### src/rtl/m5e_pkg.sv
// ----------------------------------------------------------------------------
// m5e_pkg
// shared constants, controller states and controller/datapath command types
// ----------------------------------------------------------------------------
package m5e_pkg;

  localparam int DEFAULT_WINDOW_SIZE  = 5;
  localparam int DEFAULT_SAMPLE_WIDTH = 16;

  // smoothing weight, q0.16
  localparam int WEIGHT_WIDTH = 16;
  localparam int FRAC_BITS    = 16;
  localparam logic [WEIGHT_WIDTH-1:0] WEIGHT_RESET = 16'd13107;

  // apb register map: word index is paddr[2]
  localparam int PADDR_WIDTH = 3;
  localparam int PDATA_WIDTH = 32;
  localparam logic REG_SMOOTHING_WEIGHT = 1'b0;

  typedef enum logic [1:0] {
    ST_IDLE,
    ST_RANK,
    ST_MUL,
    ST_ACC
  } ctrl_state_t;

  typedef struct packed {
    logic ready;  // input channel may take a transaction
    logic load;   // write sample into ring, restart candidate scan
    logic rank;   // rank one candidate
    logic mul;    // register weight * difference
    logic emit;   // update average, load output register
  } ctrl_cmd_t;

  typedef struct packed {
    logic in_valid;
    logic last_cand;
    logic out_free;
  } ctrl_status_t;

endpackage

### src/rtl/m5e_channels_if.sv
// ----------------------------------------------------------------------------
// m5e channels
// valid/ready channels for samples and results
// ----------------------------------------------------------------------------
interface m5e_sample_if #(
  parameter int SAMPLE_WIDTH = m5e_pkg::DEFAULT_SAMPLE_WIDTH
);
  logic                           valid;
  logic                           ready;
  logic signed [SAMPLE_WIDTH-1:0] sample;

  modport source (output valid, output sample, input ready);
  modport sink   (input valid, input sample, output ready);
endinterface

interface m5e_result_if #(
  parameter int SAMPLE_WIDTH = m5e_pkg::DEFAULT_SAMPLE_WIDTH
);
  logic                           valid;
  logic                           ready;
  logic signed [SAMPLE_WIDTH-1:0] median_value;
  logic signed [SAMPLE_WIDTH-1:0] smoothed_value;

  modport source (output valid, output median_value, output smoothed_value, input ready);
  modport sink   (input valid, input median_value, input smoothed_value, output ready);
endinterface

### src/rtl/m5e_ctrl.sv
// ----------------------------------------------------------------------------
// m5e_ctrl
// sequencer: accept, rank scan, multiply, accumulate and emit
// ----------------------------------------------------------------------------
module m5e_ctrl (
  input  logic                   clk,
  input  logic                   rst,
  input  m5e_pkg::ctrl_status_t  status,
  output m5e_pkg::ctrl_cmd_t     cmd
);

  m5e_pkg::ctrl_state_t state, state_next;

  always_ff @(posedge clk) begin
    if (rst) begin
      state <= m5e_pkg::ST_IDLE;
    end else begin
      state <= state_next;
    end
  end

  always_comb begin
    state_next = state;
    cmd        = '0;
    case (state)
      m5e_pkg::ST_IDLE: begin
        cmd.ready = 1'b1;
        if (status.in_valid) begin
          cmd.load   = 1'b1;
          state_next = m5e_pkg::ST_RANK;
        end
      end
      m5e_pkg::ST_RANK: begin
        cmd.rank = 1'b1;
        if (status.last_cand) begin
          state_next = m5e_pkg::ST_MUL;
        end
      end
      m5e_pkg::ST_MUL: begin
        cmd.mul    = 1'b1;
        state_next = m5e_pkg::ST_ACC;
      end
      m5e_pkg::ST_ACC: begin
        // wait for the output register to be free
        if (status.out_free) begin
          cmd.emit   = 1'b1;
          state_next = m5e_pkg::ST_IDLE;
        end
      end
      default: begin
        state_next = m5e_pkg::ST_IDLE;
      end
    endcase
  end

endmodule

### src/rtl/m5e_datapath.sv
// ----------------------------------------------------------------------------
// m5e_datapath
// sample ring, rank selection of the median, average update, output register
// ----------------------------------------------------------------------------
module m5e_datapath #(
  parameter int WINDOW_SIZE  = m5e_pkg::DEFAULT_WINDOW_SIZE,
  parameter int SAMPLE_WIDTH = m5e_pkg::DEFAULT_SAMPLE_WIDTH
) (
  input  logic                                  clk,
  input  logic                                  rst,
  input  m5e_pkg::ctrl_cmd_t                    cmd,
  output m5e_pkg::ctrl_status_t                 status,
  input  logic                                  in_valid,
  input  logic signed [SAMPLE_WIDTH-1:0]        sample,
  input  logic [m5e_pkg::WEIGHT_WIDTH-1:0]      weight,
  output logic                                  out_valid,
  input  logic                                  out_ready,
  output logic signed [SAMPLE_WIDTH-1:0]        median_value,
  output logic signed [SAMPLE_WIDTH-1:0]        smoothed_value
);

  localparam int CW   = $clog2(WINDOW_SIZE);
  localparam int FW   = $clog2(WINDOW_SIZE + 1);
  localparam int FRAC = m5e_pkg::FRAC_BITS;
  localparam int WW   = m5e_pkg::WEIGHT_WIDTH;
  localparam int AW   = SAMPLE_WIDTH + FRAC;
  localparam int PW   = AW + WW + 2;
  localparam logic [CW-1:0] LAST_POS = CW'(WINDOW_SIZE - 1);
  localparam logic [FW-1:0] FULL     = FW'(WINDOW_SIZE);

  logic signed [SAMPLE_WIDTH-1:0] ring [WINDOW_SIZE];
  logic [CW-1:0]                  wp;
  logic [FW-1:0]                  fill;
  logic [CW-1:0]                  cand;
  logic signed [SAMPLE_WIDTH-1:0] median;
  logic signed [PW-1:0]           prod;
  logic signed [AW-1:0]           acc;

  logic signed [SAMPLE_WIDTH-1:0] cand_val;
  logic [WINDOW_SIZE-1:0]         less_vec;
  logic [FW-1:0]                  rank;
  logic signed [AW:0]             diff;
  logic signed [AW-1:0]           acc_next;

  assign cand_val = ring[cand];

  // entry j sorts ahead of the candidate; ties broken by position
  always_comb begin
    for (int j = 0; j < WINDOW_SIZE; j++) begin
      less_vec[j] = (FW'(j) < fill) &&
                    ((ring[j] < cand_val) || ((ring[j] == cand_val) && (CW'(j) < cand)));
    end
  end

  assign rank = FW'($countones(less_vec));

  assign diff     = {median[SAMPLE_WIDTH-1], median, FRAC'(0)} - {acc[AW-1], acc};
  assign acc_next = acc + prod[FRAC+AW-1:FRAC];

  assign status.in_valid  = in_valid;
  assign status.last_cand = ((FW'(cand) + FW'(1)) == fill);
  assign status.out_free  = !out_valid || out_ready;

  always_ff @(posedge clk) begin
    if (cmd.load) begin
      ring[wp] <= sample;
    end
  end

  always_ff @(posedge clk) begin
    if (rst) begin
      wp        <= '0;
      fill      <= '0;
      cand      <= '0;
      acc       <= '0;
      out_valid <= 1'b0;
    end else begin
      if (cmd.load) begin
        wp   <= (wp == LAST_POS) ? '0 : wp + CW'(1);
        fill <= (fill == FULL) ? fill : fill + FW'(1);
        cand <= '0;
      end else if (cmd.rank) begin
        cand <= cand + CW'(1);
      end
      if (cmd.emit) begin
        acc       <= acc_next;
        out_valid <= 1'b1;
      end else if (out_ready) begin
        out_valid <= 1'b0;
      end
    end
  end

  always_ff @(posedge clk) begin
    if (cmd.rank && (rank == (fill >> 1))) begin
      median <= cand_val;
    end
    if (cmd.mul) begin
      prod <= diff * $signed({1'b0, weight});
    end
    if (cmd.emit) begin
      median_value   <= median;
      smoothed_value <= acc_next[AW-1:FRAC];
    end
  end

endmodule

### src/rtl/median5_then_ema_smoother_unit.sv
// ----------------------------------------------------------------------------
// median5_then_ema_smoother_unit
// running median over a small sample ring followed by an exponential average
// ----------------------------------------------------------------------------
//
//   channel   direction  handshake          payload
//   samples   in         valid/ready        sample
//   results   out        valid/ready        median_value, smoothed_value
//   apb       in         psel/penable       smoothing_weight at byte address 0
//
// an item goes through accept, a rank scan over every held sample (the whole
// window once warm), multiply and accumulate; the next sample is taken only
// after the accumulate step of the last one, so the rank scan bounds the rate
// rst is synchronous and active high; ring contents are not cleared
// a waiting result sits in the output register while the next sample is taken;
// only the accumulate step waits on a stalled result channel
//
module median5_then_ema_smoother_unit #(
  parameter int WINDOW_SIZE  = m5e_pkg::DEFAULT_WINDOW_SIZE,
  parameter int SAMPLE_WIDTH = m5e_pkg::DEFAULT_SAMPLE_WIDTH
) (
  input  logic                                clk,
  input  logic                                rst,
  m5e_sample_if.sink                          samples,
  m5e_result_if.source                        results,
  input  logic                                psel,
  input  logic                                penable,
  input  logic                                pwrite,
  input  logic [m5e_pkg::PADDR_WIDTH-1:0]     paddr,
  input  logic [m5e_pkg::PDATA_WIDTH-1:0]     pwdata,
  output logic [m5e_pkg::PDATA_WIDTH-1:0]     prdata,
  output logic                                pready
);

  m5e_pkg::ctrl_cmd_t    cmd;
  m5e_pkg::ctrl_status_t status;

  logic [m5e_pkg::WEIGHT_WIDTH-1:0] weight;
  logic                             weight_sel;

  // apb: pready is always high, word select on paddr[2]
  assign pready     = 1'b1;
  assign weight_sel = (paddr[2] == m5e_pkg::REG_SMOOTHING_WEIGHT);

  always_ff @(posedge clk) begin
    if (rst) begin
      weight <= m5e_pkg::WEIGHT_RESET;
    end else if (psel && penable && pwrite && pready && weight_sel) begin
      weight <= pwdata[m5e_pkg::WEIGHT_WIDTH-1:0];
    end
  end

  // reads of unmapped words return zero
  assign prdata = weight_sel
                ? {{(m5e_pkg::PDATA_WIDTH - m5e_pkg::WEIGHT_WIDTH){1'b0}}, weight}
                : '0;

  // sequencer
  m5e_ctrl u_ctrl (
    .clk    (clk),
    .rst    (rst),
    .status (status),
    .cmd    (cmd)
  );

  assign samples.ready = cmd.ready;

  // ring, rank selection, average and output register
  m5e_datapath #(
    .WINDOW_SIZE  (WINDOW_SIZE),
    .SAMPLE_WIDTH (SAMPLE_WIDTH)
  ) u_datapath (
    .clk            (clk),
    .rst            (rst),
    .cmd            (cmd),
    .status         (status),
    .in_valid       (samples.valid),
    .sample         (samples.sample),
    .weight         (weight),
    .out_valid      (results.valid),
    .out_ready      (results.ready),
    .median_value   (results.median_value),
    .smoothed_value (results.smoothed_value)
  );

endmodule

### src/flat_wrapper.sv
// flat-port wrapper written by rule: the top's interface ports become plain ports
module median5_then_ema_smoother_unit_flat 
#(
  parameter int WINDOW_SIZE  = m5e_pkg::DEFAULT_WINDOW_SIZE,
  parameter int SAMPLE_WIDTH = m5e_pkg::DEFAULT_SAMPLE_WIDTH
)
  (clk, rst, psel, penable, pwrite, paddr, pwdata, prdata, pready, samples_valid, samples_sample, samples_ready, results_valid, results_median_value, results_smoothed_value, results_ready);
  m5e_sample_if #(.SAMPLE_WIDTH(SAMPLE_WIDTH)) samples_i ();
  m5e_result_if #(.SAMPLE_WIDTH(SAMPLE_WIDTH)) results_i ();
  input  logic clk;
  input  logic rst;
  input  logic psel;
  input  logic penable;
  input  logic pwrite;
  input  logic [m5e_pkg::PADDR_WIDTH-1:0] paddr;
  input  logic [m5e_pkg::PDATA_WIDTH-1:0] pwdata;
  output logic [m5e_pkg::PDATA_WIDTH-1:0] prdata;
  output logic pready;
  input wire logic [$bits(samples_i.valid)-1:0] samples_valid;
  input wire logic [$bits(samples_i.sample)-1:0] samples_sample;
  output wire logic [$bits(samples_i.ready)-1:0] samples_ready;
  output wire logic [$bits(results_i.valid)-1:0] results_valid;
  output wire logic [$bits(results_i.median_value)-1:0] results_median_value;
  output wire logic [$bits(results_i.smoothed_value)-1:0] results_smoothed_value;
  input wire logic [$bits(results_i.ready)-1:0] results_ready;
  assign samples_i.valid = samples_valid;
  assign samples_i.sample = samples_sample;
  assign samples_ready = samples_i.ready;
  assign results_valid = results_i.valid;
  assign results_median_value = results_i.median_value;
  assign results_smoothed_value = results_i.smoothed_value;
  assign results_i.ready = results_ready;
  median5_then_ema_smoother_unit #(.WINDOW_SIZE(WINDOW_SIZE), .SAMPLE_WIDTH(SAMPLE_WIDTH)) u_core (.clk(clk), .rst(rst), .samples(samples_i), .results(results_i), .psel(psel), .penable(penable), .pwrite(pwrite), .paddr(paddr), .pwdata(pwdata), .prdata(prdata), .pready(pready));
endmodule
### config.mk
export PLATFORM = sky130hd
export DESIGN_NAME = median5_then_ema_smoother_unit_flat
export DESIGN_NICKNAME = d
export VERILOG_FILES = /design/src/rtl/m5e_pkg.sv /design/src/rtl/m5e_channels_if.sv /design/src/rtl/m5e_ctrl.sv /design/src/rtl/m5e_datapath.sv /design/src/rtl/median5_then_ema_smoother_unit.sv /design/src/flat_wrapper.sv
export SDC_FILE = /design/constraint.sdc
export NUM_CORES = 2
export LEC_CHECK = 0
export ABC_AREA = 1
export BUFFER_PORTS_ARGS = -buffer_cell sky130_fd_sc_hd__buf_4
export CAP_MARGIN = 20
export CELL_PAD_IN_SITES_DETAIL_PLACEMENT = 0
export CELL_PAD_IN_SITES_GLOBAL_PLACEMENT = 1
export CORE_AREA = 2 2 269 271
export CTS_CLUSTER_DIAMETER = 30
export DETAILED_ROUTE_END_ITERATION = 6
export DIE_AREA = 0 0 271 273
export PLACE_DENSITY = 0.9
export SETUP_SLACK_MARGIN = 0.4
export SLEW_MARGIN = 20
export SYNTH_ARGS = -nofsm -noshare
export SYNTH_HDL_FRONTEND = slang
export SYNTH_SLANG_ARGS = --single-unit
### constraint.sdc
create_clock -name clk -period 7.7 [get_ports clk]
set_input_delay 1.54 -clock clk [delete_from_list [all_inputs] [get_ports clk]]
set_output_delay 1.54 -clock clk [all_outputs]
set_load 0.01 [all_outputs]
### Word level (Yosys, flattened, before mapping)

Memory sizes are Yosys's and may differ from the RTL's. A register that Yosys moved wholly into a read port is not among the register bits.
Cells that the tools add are included.

| storage, ports and cells | value |
|---|---|
| register bits | 156 |
| RAM bits | 80 |
| input port bits | 58 |
| output and inout port bits | 67 |
| word-level logic and storage cells | 98 |
| memories | 1 |

Memory list:

| memory | depth | width | rd ports | clocked after memory_dff | write ports | RTL line | source |
|---|---|---|---|---|---|---|---|
| u_core.u_datapath.ring | 5 | 16 | 6 | 1 | 1 | m5e_datapath.sv:31 | `logic signed [SAMPLE_WIDTH-1:0] ring [WINDOW_SIZE];` |

| operators by class | value |
|---|---|
| add/subtract/negate cells | 9 |
| multiply operators | 1 |
| order comparisons | 15 |
| equality and inequality tests | 15 |
| muxes and demuxes | 18 |
| bitwise operators | 2 |
| reduce and logical (&&, ||, !) cells | 26 |

Operator list:

| kind | number |
|---|---|
| 16-bit equality test | 5 |
| 16-bit less-than comparator | 5 |
| 33-bit by 17-bit multiplier with 48-bit output | 1 |
| 32-bit by 32-bit subtractor with 33-bit output | 1 |
| 32-bit adder | 1 |
| 16-bit 2-to-1 mux | 1 |
| 1-bit logical AND | 14 |
| 1-bit by 3-bit less-than comparator with 1-bit output (first input constant) | 4 |
| 2-bit by 3-bit less-than comparator with 1-bit output (first input constant) | 4 |
| 3-bit by 1-bit adder with 3-bit output (second input constant) | 3 |
| 1-bit 2-to-1 mux | 9 |
| 3-bit 2-to-1 mux | 3 |
| 2-bit 2-to-1 mux | 4 |
| 2-bit case mux with 4 select lines | 1 |
| 3-bit equality test (second input constant) | 2 |
| 1-bit logical OR | 6 |
| 3-bit less-than comparator (first input constant) | 2 |
| 1-bit by 1-bit adder with 2-bit output | 2 |
| 2-bit equality test (second input constant) | 2 |
| 2-bit by 1-bit != test with 1-bit output (second input constant) | 2 |
| 2-bit by 2-bit adder with 3-bit output | 1 |
| 3-bit by 1-bit adder with 3-bit output | 1 |
| 3-bit by 2-bit equality test with 1-bit output | 1 |
| 3-bit equality test | 1 |
| other kinds (9) | 10 |

### Logic depth before layout (Yosys ltp)

An unclocked memory read counts as a cell.

| depth | value |
|---|---|
| word-level depth | 10 |
| gate-level depth with buffers | 41 |
| gate-level depth less buffers | 39 |

### Modules after synthesis

Synthesis repeated with hierarchy kept, for this count alone.

| unflattened totals | value |
|---|---|
| cells, all modules | 4,258 |
| area total of the unflattened synthesis | 34,573.2 µm² |

By module, submodules not included:

| module | times used | cells an instance | area an instance (µm²) | sequential area each (µm²) |
|---|---|---|---|---|
| m5e_datapath | 1 | 4,084 | 33,425.8 | 7,146.9 |
| median5_then_ema_smoother_unit | 1 | 144 | 934.6 | 320.3 |
| m5e_ctrl | 1 | 30 | 212.7 | 40.0 |

### Worst setup path before layout

OpenSTA, ideal clock, no wires.

| timing | value |
|---|---|
| path type | register to register |
| start | register u_core.u_datapath.median[6] |
| end | register u_core.u_datapath.prod[43], data pin |
| library setup time | 0.253 ns |
| data arrival time | 6.695 ns |
| data required time | 7.447 ns |
| path slack | 0.752 ns |
| cell stages (with the launch flop) | 31 |
| buffers on the path | 2 |
| clock period less this slack | 6.948 ns |
| path through | edfxtp_1 > ha_1 > nand2_1 > inv_1 > a21oi_1 > nand2_1 > nand2_1 > nand3_1 > nand2_1 > nand2_2 > buf_2 > nor2_1 > inv_1 > fa_1 > fa_1 > buf_2 > inv_1 > fa_1 > fa_1 > fa_1 > inv_1 > fa_1 > inv_1 > ha_1 > nand2_1 > nor2_1 > nand2_1 > nor3_1 > nand3_1 > nand4_1 > nand2_1 |

| between the ends | value |
|---|---|
| longest elaborated chain between the ends | 2 |

RTL lines:

| item | RTL line | source |
|---|---|---|
| start, declared | m5e_datapath.sv:35 | `logic signed [SAMPLE_WIDTH-1:0] median;` |
| start signal, assigned | m5e_datapath.sv:96 | `median <= cand_val;` |
| 32-bit by 32-bit subtractor with 33-bit output | m5e_datapath.sv:57 | `assign diff = {median[SAMPLE_WIDTH-1], median, FRAC'(0)} - {acc[AW-1], acc};` |
| 33-bit by 17-bit multiplier with 48-bit output | m5e_datapath.sv:99 | `prod <= diff * $signed({1'b0, weight});` |
| end signal, assigned | m5e_datapath.sv:99 |  |
| end, declared | m5e_datapath.sv:36 | `logic signed [PW-1:0] prod;` |

Every way passes these cells.
A chain may end at the register's enable or synchronous reset.

### Worst setup path after layout

| timing | value |
|---|---|
| start | register u_core.u_datapath.acc[1] |
| end | register u_core.u_datapath.prod[36], data pin |

| between the ends | value |
|---|---|
| longest elaborated chain between the ends | 2 |

RTL lines:

| item | RTL line | source |
|---|---|---|
| start, declared | m5e_datapath.sv:37 | `logic signed [AW-1:0] acc;` |
| start signal, assigned | m5e_datapath.sv:86 | `acc <= acc_next;` |
| 32-bit by 32-bit subtractor with 33-bit output | m5e_datapath.sv:57 |  |
| 33-bit by 17-bit multiplier with 48-bit output | m5e_datapath.sv:99 |  |

Every way passes these cells.

==> tab_implementation.tex <==
\begin{tabular}{lr}
\hline
Metric & Value \\
\hline
\multicolumn{2}{l}{\textbf{Placement}} \\
Placer Congestion & 0.9518 \\
Number of I/O port buffers & $\sim$90 \\
HPWL after detailed placement & 81,150 µm \\
\multicolumn{2}{l}{\textbf{GRT}} \\
Remaining Overflow, GRT & 0 \\
Number of antenna violations at the first check in global routing & 0 \\
Vias in the first global route & around 30,000 \\
Pin count of the biggest net entering global routing & between 60 and 70 \\
Total global routing track utilization & 28.17\% \\
First-pass GRT wire length & 160,400 µm \\
\multicolumn{2}{l}{\textbf{Routing}} \\
Total length of routed wires & about 100,000 µm \\
First-pass iteration count of the detailed router & 6 \\
Drt initial violations & $\sim$2,000 \\
Number of nets still failing antenna checks after routing & 0 \\
DR vias/cell & about 5.3 \\
Count of vias placed by the detailed router & 28,640 \\
Residual DRC & 0 \\
Routed wirelength normalized by instance count & 19.18 µm \\
\multicolumn{2}{l}{\textbf{Worst setup path}} \\
Length in cells of the worst reg-to-reg path & 32 \\
Most common cell on crit path & sky130\_fd\_sc\_hd\_\_nand2\_1 \\
Reg2Reg Launch Point & u\_core.u\_datapath.acc[1] \\
Critical Path RT & approximately 8.0 ns \\
Reg2Reg Setup Slack & between 0.5 and 0.6 ns \\
Endpoint of the lowest-slack register-to-register path & u\_core.u\_datapath.prod[36] \\
Worst-path maximum fanout & 6 \\
Crit-path slowest cell & sky130\_fd\_sc\_hd\_\_fa\_1 \\
Maximum single-stage delay on the critical path & 0.63 ns \\
Crit. Startpoint & u\_core.u\_datapath.acc[1] \\
Classification of the worst setup path & reg -> reg \\
CP top delay family & adder cells \\
Arrival time of the worst setup path & about 7.5 ns \\
Critical path buffers and inverters & 9 \\
Capturing element type of the critical path & flip-flop \\
Kind of start point of the critical path & flip-flop \\
\multicolumn{2}{l}{\textbf{Timing}} \\
Final Skew & 0.03573 ns \\
Minimum clock period & 7.169 ns \\
Max Clk Rate & 139.5 MHz \\
Transition at the pin with the smallest max-transition slack & 1.069 ns \\
Headroom to the max-slew limit & 28.62\% \\
Final Hold Fails & 0 \\
RSZ-0062 raised after global routing & yes \\
Final setup violation count & 0 \\
Worst hold-check slack & 0.5049 ns \\
Total count of max-transition violations in the final report & 0 \\
Final worst-path cycle share & slightly above 90\% \\
Summed negative setup slack over all endpoints & 0 ns \\
\multicolumn{2}{l}{\textbf{Clock network}} \\
Clk sink count & 271 \\
Root Buffer Master & sky130\_fd\_sc\_hd\_\_clkbuf\_16 \\
TritonCTS clock tree & yes \\
CTS Hold Bufs & 0 \\
Buffer levels on the longest clock path & 3 \\
Worst-Skew Late Latency & 0.62 ns \\
Clock transition time at the flip-flop clock pins of the worst setup and hold paths & 0.05 ns \\
Clock buffer count from CTS & 51 \\
\# H-tree levels & 2 \\
\multicolumn{2}{l}{\textbf{Cells and area}} \\
NumNets Final & 5,221 \\
Number of diodes & 0 \\
Synth-to-layout area growth & 17.49\% \\
Most common library cell in the layout ignoring fill and taps & sky130\_fd\_sc\_hd\_\_inv\_1 \\
Share of final-layout standard cells stronger than drive strength 1 & 15.42\% \\
Top library cells by usage in the layout, fill and taps aside & 915 x sky130\_fd\_sc\_hd\_\_inv\_1, 741 x sky130\_fd\_sc\_hd\_\_nand2\_1, 478 x sky130\_fd\_sc\_hd\_\_fa\_1 \\
\multicolumn{2}{l}{\textbf{Min path}} \\
Hold worst-path end & u\_core.u\_ctrl.state[1] \\
Hold Path Cell Cnt & 2 \\
Startpoint of the most critical hold path & u\_core.u\_ctrl.state[1] \\
Type of the worst min-delay path & reg -> reg \\
\multicolumn{2}{l}{\textbf{Floorplanning}} \\
Total die area & 73,980 µm² \\
Top-Level Pins & $\sim$130 \\
Row count & slightly below 100 \\
Core footprint & 71,000 µm² \\
Initial cell density of the core & 48.52\% \\
Die X & 271 µm \\
Die Height & 273 µm \\
\multicolumn{2}{l}{\textbf{Yosys}} \\
Cell variety after synth & 57 \\
Post-synthesis share of cell area spent on full adders, half adders and majority gates & 37.34\% \\
Main combinational cell family by area after synthesis & adder cells \\
Number of enable-type register cells in the synthesized netlist & 208 \\
Synth Area in Compound Gates & 7.885\% \\
Top cells by area, synth & sky130\_fd\_sc\_hd\_\_fa\_1 28\%, sky130\_fd\_sc\_hd\_\_edfxtp\_1 18\%, sky130\_fd\_sc\_hd\_\_inv\_1 10\%, sky130\_fd\_sc\_hd\_\_ha\_1 9.2\%, sky130\_fd\_sc\_hd\_\_nand2\_1 8.5\% \\
Avg Inst Size Synth & 8.190 µm² \\
Async SR Flop Fraction & 0\% \\
Synth Area in XOR/XNOR & 1.776\% \\
Top FF cell, synth & sky130\_fd\_sc\_hd\_\_edfxtp\_1 \\
Simple-gate portion of the synthesized area & between 10\% and 20\% \\
Post-synth top area share & 28.19\% \\
Number of storage elements in the synthesis netlist & 271 \\
Seq/Total Area, Yosys & 21.79\% \\
Post-Synthesis Cell Area & 34,450 µm² \\
Syn Inst Count & 4,206 \\
Mux contribution to synthesized area & 0\% \\
Post-synth top area cell & sky130\_fd\_sc\_hd\_\_fa\_1 \\
Number of warnings reported in the yosys synthesis log & 0 \\
\multicolumn{2}{l}{\textbf{Status}} \\
Outcome & finished, final reports clean \\
\multicolumn{2}{l}{\textbf{Job}} \\
Max-capacitance violation count & 0 \\
\hline
\end{tabular}
repair_timing:
item | CTS | global route
setup buffers | 8 | 52
gates resized for setup | 50 | 263
endpoints found under the hold margin | 0 | 0
pin swaps | 6 | 85
gates cloned | 0 | 2
setup endpoints to repair | 19 | 32
flip-flops by register name (all words and copies together) (netlist names), named ones only:
signal	count
u_core.u_datapath.fill	3
u_core.u_datapath.smoothed_value	16
u_core.u_datapath.ring	128
u_core.u_datapath.median_value	16
u_core.u_datapath.cand	3
u_core.u_datapath.out_valid	1
u_core.u_datapath.median	16
u_core.u_ctrl.state	2
u_core.u_datapath.acc	32
u_core.u_datapath.prod	32
u_core.u_datapath.wp	3
u_core.weight	16
layout make-up:
cell class,instances,area [µm²]
timing repair buffer,286,2275
tap,950,1189
sequential,271,7511
fill,6344,30520
clock buffer,59,1348
clock inverter,37,447.9
multi-input combinational,2858,24080
inverter,957,3615
timing repair inverter,1,5.005
worst max path at each step:
stage | depth (start not counted) | endpoint | slack (ns)
after floorplan | 30 | u_core.u_datapath.prod[43] | 0.75
after CTS | 34 | u_core.u_datapath.prod[37] | 0.38
after global placement | 29 | u_core.u_datapath.prod[37] | 0.19
final | 32 | u_core.u_datapath.prod[36] | 0.53
after detailed placement | 30 | u_core.u_datapath.prod[37] | 0.10
after global routing | 35 | u_core.u_datapath.prod[35] | 0.31
stage by stage:
stage	util, %	instance area, µm²	cells	worst slack (ns)
finish	57.01	40470	5419	0.5314
global route	57.01	40470	5419	0.3129
CTS	54.75	38870	5365	0.3833
detailed placement	51.83	36800	5261	0.1023
global placement	51.83	36800	5261	0.1895
floorplan	-	34500	4221	0.7519
synth_stat cells, types with 9 or more instances:
cell type and number:
sky130_fd_sc_hd__o211ai_1 18, sky130_fd_sc_hd__inv_1 935, sky130_fd_sc_hd__edfxtp_1 208, sky130_fd_sc_hd__buf_4 23
sky130_fd_sc_hd__a21oi_1 195, sky130_fd_sc_hd__o21bai_1 16, sky130_fd_sc_hd__or2_2 17, sky130_fd_sc_hd__inv_2 14
sky130_fd_sc_hd__o21ai_0 158, sky130_fd_sc_hd__a21o_1 15, sky130_fd_sc_hd__ha_1 252, sky130_fd_sc_hd__nor3_1 27
sky130_fd_sc_hd__nand4_1 21, sky130_fd_sc_hd__xnor2_1 13, sky130_fd_sc_hd__xor2_1 50, sky130_fd_sc_hd__o32ai_1 30
sky130_fd_sc_hd__nand2_1 780, sky130_fd_sc_hd__fa_1 485, sky130_fd_sc_hd__buf_2 14, sky130_fd_sc_hd__a21boi_0 9
sky130_fd_sc_hd__nor2_2 11, sky130_fd_sc_hd__nor4_1 10, sky130_fd_sc_hd__nand3_1 193, sky130_fd_sc_hd__nand2_2 17
sky130_fd_sc_hd__clkbuf_1 89, sky130_fd_sc_hd__nor2_1 446, sky130_fd_sc_hd__dfxtp_1 63
cell families (layout without fill, tap and decap cells):
kind of cell,after synthesis,in the layout
compound gates,475,475
simple gates,1563,1563
other cells,2,17
buf+inv,1092,1340
flops,271,271
fa+ha+maj,737,737
xor+xnor,66,66
worst register-to-register path: cells and delay by family, from the launching register on:
family	cells	cell delay, ns
adders and majority gates	8	3.64
and+or+nand+nor	11	1.22
buffers and inverters	9	0.95
AOI/OAI and AO/OA	4	0.72
DFF	1	0.33
per-layer routing:
metal	global-route usage (%)	routed length (µm)	vias to the layer above
met2	47.97	49430	1011
li1	-	-	13420
met5	0	0	-
met4	13.58	6067	0
met1	35.30	41700	13920
met3	4.112	6724	285
Power is not shown: default switching activity piles up to over one toggle a cycle in this logic, so the estimate is an artifact.
